--- src/rtl/core/hps_pkg.sv ---
package hps_pkg;

  // Configuration port geometry
  localparam int ADDR_W = 5;
  localparam int DATA_W = 32;
  localparam int IDX_W  = 3;

  // Register indexes (byte address is four times the index)
  localparam logic [IDX_W-1:0] REG_TIMEOUT     = 3'd0;
  localparam logic [IDX_W-1:0] REG_UNDERVOLT   = 3'd1;
  localparam logic [IDX_W-1:0] REG_RATIO_SCALE = 3'd2;
  localparam logic [IDX_W-1:0] REG_DONE_RATIO  = 3'd3;
  localparam logic [IDX_W-1:0] REG_HOLD_RATIO  = 3'd4;

  localparam int TICK_W  = 16;
  localparam int UV_W    = 20;
  localparam int RATIO_W = 8;

  localparam logic [TICK_W-1:0]  RST_TIMEOUT     = 16'd100;
  localparam logic [UV_W-1:0]    RST_UNDERVOLT   = 20'd80000;
  localparam logic [RATIO_W-1:0] RST_RATIO_SCALE = 8'd100;
  localparam logic [RATIO_W-1:0] RST_DONE_RATIO  = 8'd90;
  localparam logic [RATIO_W-1:0] RST_HOLD_RATIO  = 8'd80;

  // Reported phase codes
  localparam logic [1:0] PH_WAIT = 2'd0;
  localparam logic [1:0] PH_INIT = 2'd1;
  localparam logic [1:0] PH_PRE  = 2'd2;
  localparam logic [1:0] PH_DONE = 2'd3;

  // Fault mask bit positions
  localparam int FAULT_W        = 7;
  localparam int FB_PRE_SENSE_TO = 0;
  localparam int FB_MOT_SENSE_TO = 1;
  localparam int FB_UNDERVOLT    = 2;
  localparam int FB_MOT_MISMATCH = 3;
  localparam int FB_PRE_MISMATCH = 4;
  localparam int FB_PRE_TIMEOUT  = 5;
  localparam int FB_MOT_LT_BATT  = 6;

  typedef enum logic [3:0] {
    ST_WAIT = 4'b0001,
    ST_INIT = 4'b0010,
    ST_PRE  = 4'b0100,
    ST_DONE = 4'b1000
  } hps_state_t;

  typedef struct packed {
    logic [TICK_W-1:0]  timeout_ticks;
    logic [UV_W-1:0]    undervoltage_mv;
    logic [RATIO_W-1:0] volt_scale;
    logic [RATIO_W-1:0] done_ratio;
    logic [RATIO_W-1:0] hold_ratio;
  } hps_cfg_t;

  typedef struct packed {
    logic ignition;
    logic hv_plus_closed;
    logic hv_minus_closed;
    logic prot_fault;
    logic adc_ok;
    logic motor_sense_closed;
    logic precharge_sense_closed;
    logic motor_ack_ok;
    logic precharge_ack_ok;
  } hps_flags_t;

  typedef struct packed {
    logic [1:0]         phase;
    logic               motor_contactor_cmd;
    logic               precharge_contactor_cmd;
    logic [FAULT_W-1:0] fault_mask;
    logic               complete_led;
  } hps_result_t;

endpackage

--- src/rtl/core/hps_cfg_regs.sv ---
module hps_cfg_regs (
  input  logic                     clk,
  input  logic                     rst_n,
  input  logic                     psel,
  input  logic                     penable,
  input  logic                     pwrite,
  input  logic [hps_pkg::ADDR_W-1:0] paddr,
  input  logic [hps_pkg::DATA_W-1:0] pwdata,
  output logic [hps_pkg::DATA_W-1:0] prdata,
  output hps_pkg::hps_cfg_t        cfg
);
  import hps_pkg::*;

  hps_cfg_t         cfg_r;
  hps_cfg_t         cfg_nxt;
  logic [IDX_W-1:0] idx;
  logic             wr_en;

  assign idx   = paddr[ADDR_W-1:2];
  assign wr_en = psel && penable && pwrite;

  always_comb begin
    cfg_nxt = cfg_r;
    if (wr_en) begin
      unique case (idx)
        REG_TIMEOUT:     cfg_nxt.timeout_ticks   = pwdata[TICK_W-1:0];
        REG_UNDERVOLT:   cfg_nxt.undervoltage_mv = pwdata[UV_W-1:0];
        REG_RATIO_SCALE: cfg_nxt.volt_scale      = pwdata[RATIO_W-1:0];
        REG_DONE_RATIO:  cfg_nxt.done_ratio      = pwdata[RATIO_W-1:0];
        REG_HOLD_RATIO:  cfg_nxt.hold_ratio      = pwdata[RATIO_W-1:0];
        default: ;
      endcase
    end
  end

  always_ff @(posedge clk) begin
    if (!rst_n) begin
      cfg_r.timeout_ticks   <= RST_TIMEOUT;
      cfg_r.undervoltage_mv <= RST_UNDERVOLT;
      cfg_r.volt_scale      <= RST_RATIO_SCALE;
      cfg_r.done_ratio      <= RST_DONE_RATIO;
      cfg_r.hold_ratio      <= RST_HOLD_RATIO;
    end else begin
      cfg_r <= cfg_nxt;
    end
  end

  always_comb begin
    unique case (idx)
      REG_TIMEOUT:     prdata = DATA_W'(cfg_r.timeout_ticks);
      REG_UNDERVOLT:   prdata = DATA_W'(cfg_r.undervoltage_mv);
      REG_RATIO_SCALE: prdata = DATA_W'(cfg_r.volt_scale);
      REG_DONE_RATIO:  prdata = DATA_W'(cfg_r.done_ratio);
      REG_HOLD_RATIO:  prdata = DATA_W'(cfg_r.hold_ratio);
      default:         prdata = '0;
    endcase
  end

  assign cfg = cfg_r;

endmodule

--- src/rtl/core/hps_tick_core.sv ---
module hps_tick_core #(
  parameter int VOLTAGE_BITS = 20
) (
  input  logic                    clk,
  input  logic                    rst_n,
  input  logic                    step,
  input  hps_pkg::hps_cfg_t       cfg,
  input  hps_pkg::hps_flags_t     flags,
  input  logic [VOLTAGE_BITS-1:0] battery_mv,
  input  logic [VOLTAGE_BITS-1:0] motor_mv,
  output hps_pkg::hps_result_t    result
);
  import hps_pkg::*;

  localparam int PROD_W = VOLTAGE_BITS + RATIO_W;
  localparam int CMP_W  = (VOLTAGE_BITS > UV_W) ? VOLTAGE_BITS : UV_W;

  hps_state_t          state_r, state_nxt;
  logic                prev_ign_r, prev_ign_nxt;
  logic [TICK_W-1:0]   elapsed_r, elapsed_nxt;
  logic                mcmd_r, mcmd_nxt;
  logic                pcmd_r, pcmd_nxt;

  logic [PROD_W-1:0]   motor_prod;
  logic [PROD_W-1:0]   batt_prod;
  logic [RATIO_W-1:0]  batt_ratio;
  logic [TICK_W-1:0]   elapsed_inc;
  logic [FAULT_W-1:0]  faults;
  logic [FAULT_W-1:0]  chk_faults;
  logic                rise, fall;

  // Completion ratio while precharging, hold ratio once complete
  assign batt_ratio = (state_r == ST_PRE) ? cfg.done_ratio : cfg.hold_ratio;
  assign motor_prod = PROD_W'(motor_mv) * PROD_W'(cfg.volt_scale);
  assign batt_prod  = PROD_W'(battery_mv) * PROD_W'(batt_ratio);

  assign elapsed_inc = (elapsed_r == {TICK_W{1'b1}}) ? elapsed_r : elapsed_r + 1'b1;

  assign rise = flags.ignition && !prev_ign_r;
  assign fall = !flags.ignition && prev_ign_r;

  always_comb begin
    chk_faults = '0;
    chk_faults[FB_UNDERVOLT]    = CMP_W'(battery_mv) < CMP_W'(cfg.undervoltage_mv);
    chk_faults[FB_MOT_MISMATCH] = flags.motor_sense_closed != mcmd_r;
    chk_faults[FB_PRE_MISMATCH] = flags.precharge_sense_closed != pcmd_r;
  end

  always_comb begin
    state_nxt    = state_r;
    elapsed_nxt  = elapsed_r;
    mcmd_nxt     = mcmd_r;
    pcmd_nxt     = pcmd_r;
    prev_ign_nxt = flags.ignition;
    faults       = '0;
    faults[FB_PRE_SENSE_TO] = !flags.adc_ok;

    if (rise) begin
      state_nxt = ST_INIT;
    end else if (fall) begin
      pcmd_nxt  = 1'b0;
      mcmd_nxt  = 1'b0;
      state_nxt = ST_WAIT;
      if (!flags.precharge_ack_ok) faults[FB_PRE_SENSE_TO] = 1'b1;
      if (!flags.motor_ack_ok) faults[FB_MOT_SENSE_TO] = 1'b1;
    end

    unique case (state_nxt)
      ST_WAIT: ;
      ST_INIT: begin
        if (flags.hv_plus_closed && flags.hv_minus_closed && !flags.prot_fault) begin
          mcmd_nxt    = 1'b1;
          state_nxt   = ST_PRE;
          elapsed_nxt = '0;
          if (!flags.motor_ack_ok) faults[FB_MOT_SENSE_TO] = 1'b1;
        end
      end
      ST_PRE: begin
        faults      = faults | chk_faults;
        elapsed_nxt = elapsed_inc;
        if (elapsed_inc > cfg.timeout_ticks) begin
          if (motor_prod >= batt_prod) begin
            pcmd_nxt  = 1'b1;
            state_nxt = ST_DONE;
            if (!flags.precharge_ack_ok) faults[FB_MOT_SENSE_TO] = 1'b1;
          end else begin
            faults[FB_PRE_TIMEOUT] = 1'b1;
          end
        end
      end
      ST_DONE: begin
        faults = faults | chk_faults;
        if (motor_prod < batt_prod) faults[FB_MOT_LT_BATT] = 1'b1;
      end
      default: state_nxt = ST_WAIT;
    endcase
  end

  always_ff @(posedge clk) begin
    if (!rst_n) begin
      state_r    <= ST_WAIT;
      prev_ign_r <= 1'b0;
      elapsed_r  <= '0;
      mcmd_r     <= 1'b0;
      pcmd_r     <= 1'b0;
    end else if (step) begin
      state_r    <= state_nxt;
      prev_ign_r <= prev_ign_nxt;
      elapsed_r  <= elapsed_nxt;
      mcmd_r     <= mcmd_nxt;
      pcmd_r     <= pcmd_nxt;
    end
  end

  always_comb begin
    unique case (state_nxt)
      ST_WAIT: result.phase = PH_WAIT;
      ST_INIT: result.phase = PH_INIT;
      ST_PRE:  result.phase = PH_PRE;
      ST_DONE: result.phase = PH_DONE;
      default: result.phase = PH_WAIT;
    endcase
    result.motor_contactor_cmd     = mcmd_nxt;
    result.precharge_contactor_cmd = pcmd_nxt;
    result.fault_mask              = faults;
    result.complete_led            = (state_nxt == ST_DONE);
  end

endmodule

--- src/rtl/core/hv_precharge_sequencer.sv ---
// HV precharge sequencer: each item is one control tick (ignition, pack status, battery and
// motor bus voltages, contactor sense lines and command acknowledgements) and yields exactly
// one result item holding the phase, both contactor commands, the per-tick fault mask and the
// complete indicator. Items flow through an input register and a result register with the
// whole tick evaluated in a single pass between them, so the block takes one item per clock
// cycle while the result register is not stalled; each result is presented on the output once
// its item has passed the input register and then the result register. The sequencer state is
// updated as an item leaves the input register, so the next item sees it straight away. A
// stalled result register holds its item and back-pressures the input side only once the
// input register is also full. Configuration sits on an APB-style port at byte addresses 0x0
// (timeout ticks), 0x4 (undervoltage mV), 0x8 (ratio scale), 0xC (done ratio) and 0x10 (hold
// ratio); write it only while no item is in flight. Reset is synchronous, active low.
module hv_precharge_sequencer #(
  parameter int VOLTAGE_BITS = 20
) (
  input  logic                       clk,
  input  logic                       rst_n,

  // Tick input channel
  input  logic                       in_valid,
  output logic                       in_ready,
  input  logic                       in_ignition,
  input  logic                       in_hv_plus_closed,
  input  logic                       in_hv_minus_closed,
  input  logic                       in_prot_fault,
  input  logic                       in_adc_ok,
  input  logic [VOLTAGE_BITS-1:0]    in_battery_mv,
  input  logic [VOLTAGE_BITS-1:0]    in_motor_mv,
  input  logic                       in_motor_sense_closed,
  input  logic                       in_precharge_sense_closed,
  input  logic                       in_motor_ack_ok,
  input  logic                       in_precharge_ack_ok,

  // Result channel
  output logic                       out_valid,
  input  logic                       out_ready,
  output logic [1:0]                 out_phase,
  output logic                       out_motor_contactor_cmd,
  output logic                       out_precharge_contactor_cmd,
  output logic [hps_pkg::FAULT_W-1:0] out_fault_mask,
  output logic                       out_complete_led,

  // Configuration port
  input  logic                       cfg_psel,
  input  logic                       cfg_penable,
  input  logic                       cfg_pwrite,
  input  logic [hps_pkg::ADDR_W-1:0] cfg_paddr,
  input  logic [hps_pkg::DATA_W-1:0] cfg_pwdata,
  output logic [hps_pkg::DATA_W-1:0] cfg_prdata,
  output logic                       cfg_pready
);
  import hps_pkg::*;

  hps_cfg_t                cfg;

  // Input register
  logic                    s1_vld_r, s1_vld_nxt;
  hps_flags_t              s1_flags_r;
  logic [VOLTAGE_BITS-1:0] s1_batt_r;
  logic [VOLTAGE_BITS-1:0] s1_motor_r;

  // Result register
  logic                    out_vld_r, out_vld_nxt;
  hps_result_t             out_res_r;
  hps_result_t             tick_res;

  logic                    in_take;
  logic                    advance;

  assign cfg_pready = 1'b1;

  hps_cfg_regs u_cfg (
    .clk     (clk),
    .rst_n   (rst_n),
    .psel    (cfg_psel),
    .penable (cfg_penable),
    .pwrite  (cfg_pwrite),
    .paddr   (cfg_paddr),
    .pwdata  (cfg_pwdata),
    .prdata  (cfg_prdata),
    .cfg     (cfg)
  );

  // Advance the held item into the result register whenever that register is free or draining
  assign advance  = s1_vld_r && (!out_vld_r || out_ready);
  assign in_ready = !s1_vld_r || advance;
  assign in_take  = in_valid && in_ready;

  always_comb begin
    s1_vld_nxt = s1_vld_r;
    if (in_take) begin
      s1_vld_nxt = 1'b1;
    end else if (advance) begin
      s1_vld_nxt = 1'b0;
    end

    out_vld_nxt = out_vld_r;
    if (advance) begin
      out_vld_nxt = 1'b1;
    end else if (out_ready) begin
      out_vld_nxt = 1'b0;
    end
  end

  always_ff @(posedge clk) begin
    if (!rst_n) begin
      s1_vld_r  <= 1'b0;
      out_vld_r <= 1'b0;
    end else begin
      s1_vld_r  <= s1_vld_nxt;
      out_vld_r <= out_vld_nxt;
    end
  end

  // Capture the payload of an accepted item
  always_ff @(posedge clk) begin
    if (in_take) begin
      s1_flags_r.ignition               <= in_ignition;
      s1_flags_r.hv_plus_closed         <= in_hv_plus_closed;
      s1_flags_r.hv_minus_closed        <= in_hv_minus_closed;
      s1_flags_r.prot_fault             <= in_prot_fault;
      s1_flags_r.adc_ok                 <= in_adc_ok;
      s1_flags_r.motor_sense_closed     <= in_motor_sense_closed;
      s1_flags_r.precharge_sense_closed <= in_precharge_sense_closed;
      s1_flags_r.motor_ack_ok           <= in_motor_ack_ok;
      s1_flags_r.precharge_ack_ok       <= in_precharge_ack_ok;
      s1_batt_r                         <= in_battery_mv;
      s1_motor_r                        <= in_motor_mv;
    end
  end

  // Sequencer state commits on the same edge that the result is captured
  hps_tick_core #(
    .VOLTAGE_BITS (VOLTAGE_BITS)
  ) u_core (
    .clk        (clk),
    .rst_n      (rst_n),
    .step       (advance),
    .cfg        (cfg),
    .flags      (s1_flags_r),
    .battery_mv (s1_batt_r),
    .motor_mv   (s1_motor_r),
    .result     (tick_res)
  );

  // Hold the result until taken
  always_ff @(posedge clk) begin
    if (advance) begin
      out_res_r <= tick_res;
    end
  end

  assign out_valid                   = out_vld_r;
  assign out_phase                   = out_res_r.phase;
  assign out_motor_contactor_cmd     = out_res_r.motor_contactor_cmd;
  assign out_precharge_contactor_cmd = out_res_r.precharge_contactor_cmd;
  assign out_fault_mask              = out_res_r.fault_mask;
  assign out_complete_led            = out_res_r.complete_led;

endmodule

--- config.mk ---
export PLATFORM = sky130hd
export DESIGN_NAME = hv_precharge_sequencer
export DESIGN_NICKNAME = d
export VERILOG_FILES = /design/src/rtl/core/hps_pkg.sv /design/src/rtl/core/hps_cfg_regs.sv /design/src/rtl/core/hps_tick_core.sv /design/src/rtl/core/hv_precharge_sequencer.sv
export SDC_FILE = /design/constraint.sdc
export NUM_CORES = 1
export LEC_CHECK = 0
export BUFFER_PORTS_ARGS = -buffer_cell sky130_fd_sc_hd__clkbuf_2
export CORE_MARGIN = 2
export CORE_UTILIZATION = 35
export DETAILED_ROUTE_END_ITERATION = 8
export GPL_TIMING_DRIVEN = 0
export SLEW_MARGIN = 20
export SYNTH_ARGS = -nofsm -noshare
export SYNTH_HDL_FRONTEND = slang
export SYNTH_SLANG_ARGS = --single-unit
export TNS_END_PERCENT = 1
--- constraint.sdc ---
create_clock -name clk -period 22.1 [get_ports clk]
set_input_delay 1.105 -clock clk [delete_from_list [all_inputs] [get_ports clk]]
set_output_delay 1.105 -clock clk [all_outputs]
set_load 0.005 [all_outputs]
### Word level (Yosys, flattened, before mapping)

Index checks and enable logic that the tools add are counted.

* flip-flop bits (word level): 146
* input port bits: 93
* logic and storage cells: 120
* memories kept: 0
* bits in latches: 0
* bits in writable memories: 0
* output and inout port bits: 47
* bits in read-only memories: 0

* divide/modulo/power cells: 0
* shift-type cells: 0
* add/sub/neg operators: 1
* muxes and demuxes: 40
* bitwise operators: 1
* $mul: 2
* eq/ne operators: 16
* $lt $le $gt $ge: 4
* reductions and logical operators: 28

Operators with widths (count)
* case mux 20 bit (5 select lines): 1
* multiplier 20 x 8 -> 28 bit: 2
* two-way mux 16 bit: 2
* case mux 16 bit (2 select lines): 1
* >= comparator 28 bit: 1
* < comparator 28 bit: 1
* two-way mux 1 bit: 24
* < comparator 20 bit: 1
* two-way mux 4 bit: 5
* adder 16 x 1 -> 16 bit (second input constant): 1
* == test 16 bit (second input constant): 1
* greater-than comparator 16 bit: 1
* == test 4 x 3 -> 1 bit (second input constant): 3
* case mux 4 bit (3 select lines): 1
* case mux 5 bit (2 select lines): 1
* AND reduction 2 bit: 5
* == test 4 x 2 -> 1 bit (second input constant): 2
* == test 4 bit (second input constant): 2
* logical AND 1 bit: 8
* two-way mux 8 bit: 1
* == test 3 x 2 -> 1 bit (second input constant): 2
* logical NOT 1 bit: 6
* case mux 2 bit (3 select lines): 1
* nonzero test 2 bit: 3
* other kinds (12): 16

### Longest topological paths before layout

* depth after elaboration: 9
* depth in mapped cells: 29
* mapped depth without buffers: 28

### Modules after synthesis

From an unflattened synthesis, not the netlist that was laid out.

* cell total of the unflattened synthesis: 1919
* area, all modules: 17692.0 µm²

Modules (own cells, without submodules)
* hps_tick_core: area an instance 12807.3 µm², instances 1, cells each 1534
* hps_cfg_regs: area an instance 2937.8 µm², instances 1, cells each 313
* hv_precharge_sequencer: area an instance 1946.9 µm², instances 1, cells each 72

### Worst setup path after synthesis

Ideal clock, no wire load.

* path kind: register -> register
* start point: register u_core.state_r[0]
* end point: register out_res_r (netlist bit out_fault_mask[1]) (data pin)
* path buffers: 1
* arrival time: 6.753 ns
* stages on the path, launching flop included: 28
* required time: 21.838 ns
* slack: 15.086 ns
* cell sequence: dfxtp_1 nor4b_2 mux2_2 clkbuf_1 and2_1 fa_1 fa_1 inv_1 fa_1 fa_1 inv_1 ha_1 o211ai_1 o211ai_1 a221o_1 a31oi_1 o31ai_1 a21oi_1 a21oi_1 xnor2_1 ha_1 a21o_1 a21o_1 a21oi_1 o21ai_0 nand4b_1 nand3_1 o22ai_1

RTL lines
* start, declared: RTL line hps_tick_core.sv:18 `hps_state_t state_r, state_nxt;`
* start signal, assigned: RTL line hps_tick_core.sv:107 `state_r <= state_nxt;`
* end signal, assigned: RTL line hv_precharge_sequencer.sv:149 `out_res_r <= tick_res;`
* end, declared: RTL line hv_precharge_sequencer.sv:64 `hps_result_t out_res_r;`

==> key figures <==
Logic synthesis
  – Synth area leader: fa_1
  – Multiplexer area fraction after synthesis: roughly 3.1%
  – Register area share after synthesis: approximately a fifth
  – Register bit total from synthesis: around 150
  – Top cells by area, synth: fa_1 25%, ha_1 12%, edfxtp_1 11%
  – Largest family of logic cells by synthesized area: adder cells
  – Post-synthesis compound-gate area fraction: 11.2%
  – Asr flop ratio synth: 0%
  – Adder-cell share of the synthesized area: between 30% and 40%
  – Cell area after synthesis: ~17000 um^2
  – Mapped Cells: roughly 1900
  – Ys flop type: dfxtp_1
  – Post-synth top area share: 24.8%
  – Count of cell types in the netlist: slightly below 70
  – Post-synth EDFFs: 61
  – Post-synthesis xor/xnor area fraction: between 3 and 4%
  – Ys Warns: 0
  – Syn_area_per_cell: 9.19 um^2
  – Simple-Gate Fraction of Synth Area: 18.0%

Detailed routing
  – Pre-antenna DRT Iters: 5
  – Total Wirelength: about 48 mm
  – Routed vias/inst: approximately 5.1
  – Vias after detailed routing: approximately 14000
  – DRT antenna net count: 0
  – DRC: 0
  – DR WL/cell: 17.6 um
  – Initial DRC Count: roughly 730

STA
  – Fin. max-slew vios: 0
  – Total Neg Setup Slack: 0 ns
  – Hold slack: ~0.48 ns
  – RSZ-0062 raised after global routing: false
  – F_max: approximately 0.12 GHz
  – # setup viols final: 0
  – Fin Clk Skew: 0.0122 ns
  – Slew @ Worst Pin: around 1 ns
  – Post-route minimum period: 8.58 ns
  – Tcrit/Tclk final: between 30% and 40%
  – Max-slew headroom: 33.4%
  – Final Hold Fails: 0

Worst setup path
  – Buf+Inv Stages, Crit Path: 3
  – Crit start category: flop
  – Worst EP arrival: approximately 9 ns
  – CP Class: reg2reg
  – Top cell by count, worst path: fa_1
  – CP endpoint kind: flop
  – Critical path peak fanout: 10
  – CP delay by family, top: adder cells
  – Max incr delay on CP: just over 0.7 ns
  – Slowest-stage cell, CP: nor4b_4
  – Worst EP required: between 20 and 25 ns

Placed design
  – Placed Area: between 15000 and 20000 um^2
  – Port Buffers: 110
  – Placed Cells: 2681
  – HPWL Detailed: ~38 mm
  – GP Congestion: between 0.8 and 0.9

Global routing
  – Initial antenna violation count: 2
  – Total congestion overflow: 0
  – Pin count of the biggest net entering global routing: 29
  – Vias in the first global route: 14613
  – Global-route wire length before repair: about 78 mm
  – Total track usage: roughly 20%

Die
  – Total I/O pin count: between 100 and 150
  – Core area: between 40000 and 50000 um^2
  – Die width: about 230 um
  – Core Rows: 81
  – Die area: 51500 um^2
  – Die H: roughly 230 um
  – Initial core utilization: a little over a third

CTS
  – Clock transition at path regs: 0.07 ns
  – Clk Tree Root Cell: clkbuf_16
  – Setup Buffers After CTS: 0
  – CTS Buf Count: 17
  – TritonCTS clock tree: built
  – Sink Count: between 100 and 150
  – PostCTS Resize Cnt: 0
  – H-tree depth: 4
  – Clock Latency Late Sink: between 0.4 and 0.5 ns
  – Clk buf depth: 2
  – Hold-fix buffer count after cts: 0

Final layout
  – Fillers: slightly below 5000
  – Layout cell share with drive strength beyond 1: under 10%
  – Post-route cell area: between 15000 and 20000 um^2
  – Area grow syn2layout: 11.6%
  – Total Nets Final: 2505
  – Final Non-Filler Cells: 2713
  – N_diodes: 0

Min path
  – Worst Hold Class: reg2reg

Outcome
  – Status: completed

Power
  – Power Total: roughly 1.1 mW
  – Leak: 9.12 nW
  – PwrDens: 54.8 nW/um^2
  – Peak VDD IR: about 0.000042 V

Flow run
  – # Max-Cap Violations: 0
[flip-flops by register name (all words and copies together), names as in the netlist, 2 cells and up]
| name | cells |
|---|---|
| s1_motor_r | 20 |
| u_cfg.cfg | 60 |
| out_fault_mask | 7 |
| u_core.state_r | 4 |
| s1_flags_r | 9 |
| s1_batt_r | 20 |
| u_core.elapsed_r | 16 |
| out_phase | 2 |
[where the power goes]
group	switching (mW)	internal, mW
registers	0.0149	0.290
clock network	0.143	0.148
logic	0.264	0.204
total	0.421	0.642
[worst paths after layout]
kind	end	cells past startpoint	slack, ns	start
min reg2reg	u_cfg.cfg[41]$_SDFFE_PN0P_	2	0.48	u_cfg.cfg[41]$_SDFFE_PN0P_
max	out_fault_mask[1]$_DFFE_PP_	26	13.52	u_core.state_r[0]$_SDFFE_PN1P_
max reg2reg	out_fault_mask[1]$_DFFE_PP_	26	13.52	u_core.state_r[0]$_SDFFE_PN1P_
min	u_cfg.cfg[41]$_SDFFE_PN0P_	2	0.48	u_cfg.cfg[41]$_SDFFE_PN0P_
[per-layer routing]
metal	share of wire [%]	wire length (um)	global-route usage [%]
met2	49	23400	33.7
met4	2.2	1050	5.52
met5	0	0	0
met1	43	20600	25.1
met3	5.7	2720	3.48
[worst register-to-register path: cells and delay by family, from the launching register on]
family                   cells  cell delay (ns)
AND/OR/NAND/NOR              6             2.23
buffers and inverters        3             0.70
XOR/XNOR                     1             0.18
multiplexers                 1             0.31
AO/OA/AOI/OAI                9             2.06
flip-flops                   1             0.36
adder cells (fa/ha/maj)      6             2.57
[per-stage QoR]
stage	worst slack (ns)	util, %
floorplan	15.09	-
global placement	13.39	38.4
detailed placement	13.38	38.4
CTS	13.27	39.6
global route	13.10	39.6
finish	13.52	39.6
[layout by cell type (no fill, tap or decap), drive strengths merged, types with 14 or more instances in the layout]
cell | Yosys | routed
mux2i | 33 | 33
dfxtp | 85 | 85
and2 | 192 | 192
o21ai | 45 | 45
ha | 160 | 160
o211ai | 14 | 14
nand4 | 18 | 18
a21oi | 60 | 60
xor2 | 19 | 19
nor2 | 45 | 45
mux2 | 18 | 18
xnor2 | 42 | 42
a21o | 42 | 42
fa | 216 | 216
inv | 265 | 273
edfxtp | 61 | 61
nand3 | 31 | 31
a21boi | 33 | 33
clkbuf | 63 | 190
nor2b | 31 | 31
buf | 22 | 23
nand2 | 254 | 254
a31oi | 14 | 14
and3 | 17 | 17
a22oi | 17 | 17
[layout make-up]
| type | instances | area, um^2 | share of cell area (%) |
|---|---|---|---|
| sequential | 146 | 3530 | 18.2 |
| multi-input combinational | 1410 | 12500 | 64.6 |
| tap | 664 | 831 | 4.28 |
| clock inverter | 15 | 140 | 0.721 |
| clock buffer | 17 | 425 | 2.19 |
| inverter | 265 | 995 | 5.12 |
| buffer | 85 | 390 | 2.01 |
| timing repair buffer | 111 | 571 | 2.94 |
[cell families after synthesis]
logic type	after synthesis
buffers and inverters	350
multiplexers	51
flip-flops	146
other	2
XOR/XNOR	61
AO/OA/AOI/OAI	290
AND/OR/NAND/NOR	618
adder cells (fa/ha/maj)	377
[synth_stat cells (33+ instances only)]
cell and count:
o21ai_0 35, ha_1 160, nand2_1 254, inv_1 265
fa_1 216, xnor2_1 42, a21boi_0 33, clkbuf_1 61
dfxtp_1 85, a21o_1 42, mux2i_1 33, a21oi_1 59
edfxtp_1 61, nor2_1 45, and2_1 191
(Power assumes the default switching activity.)
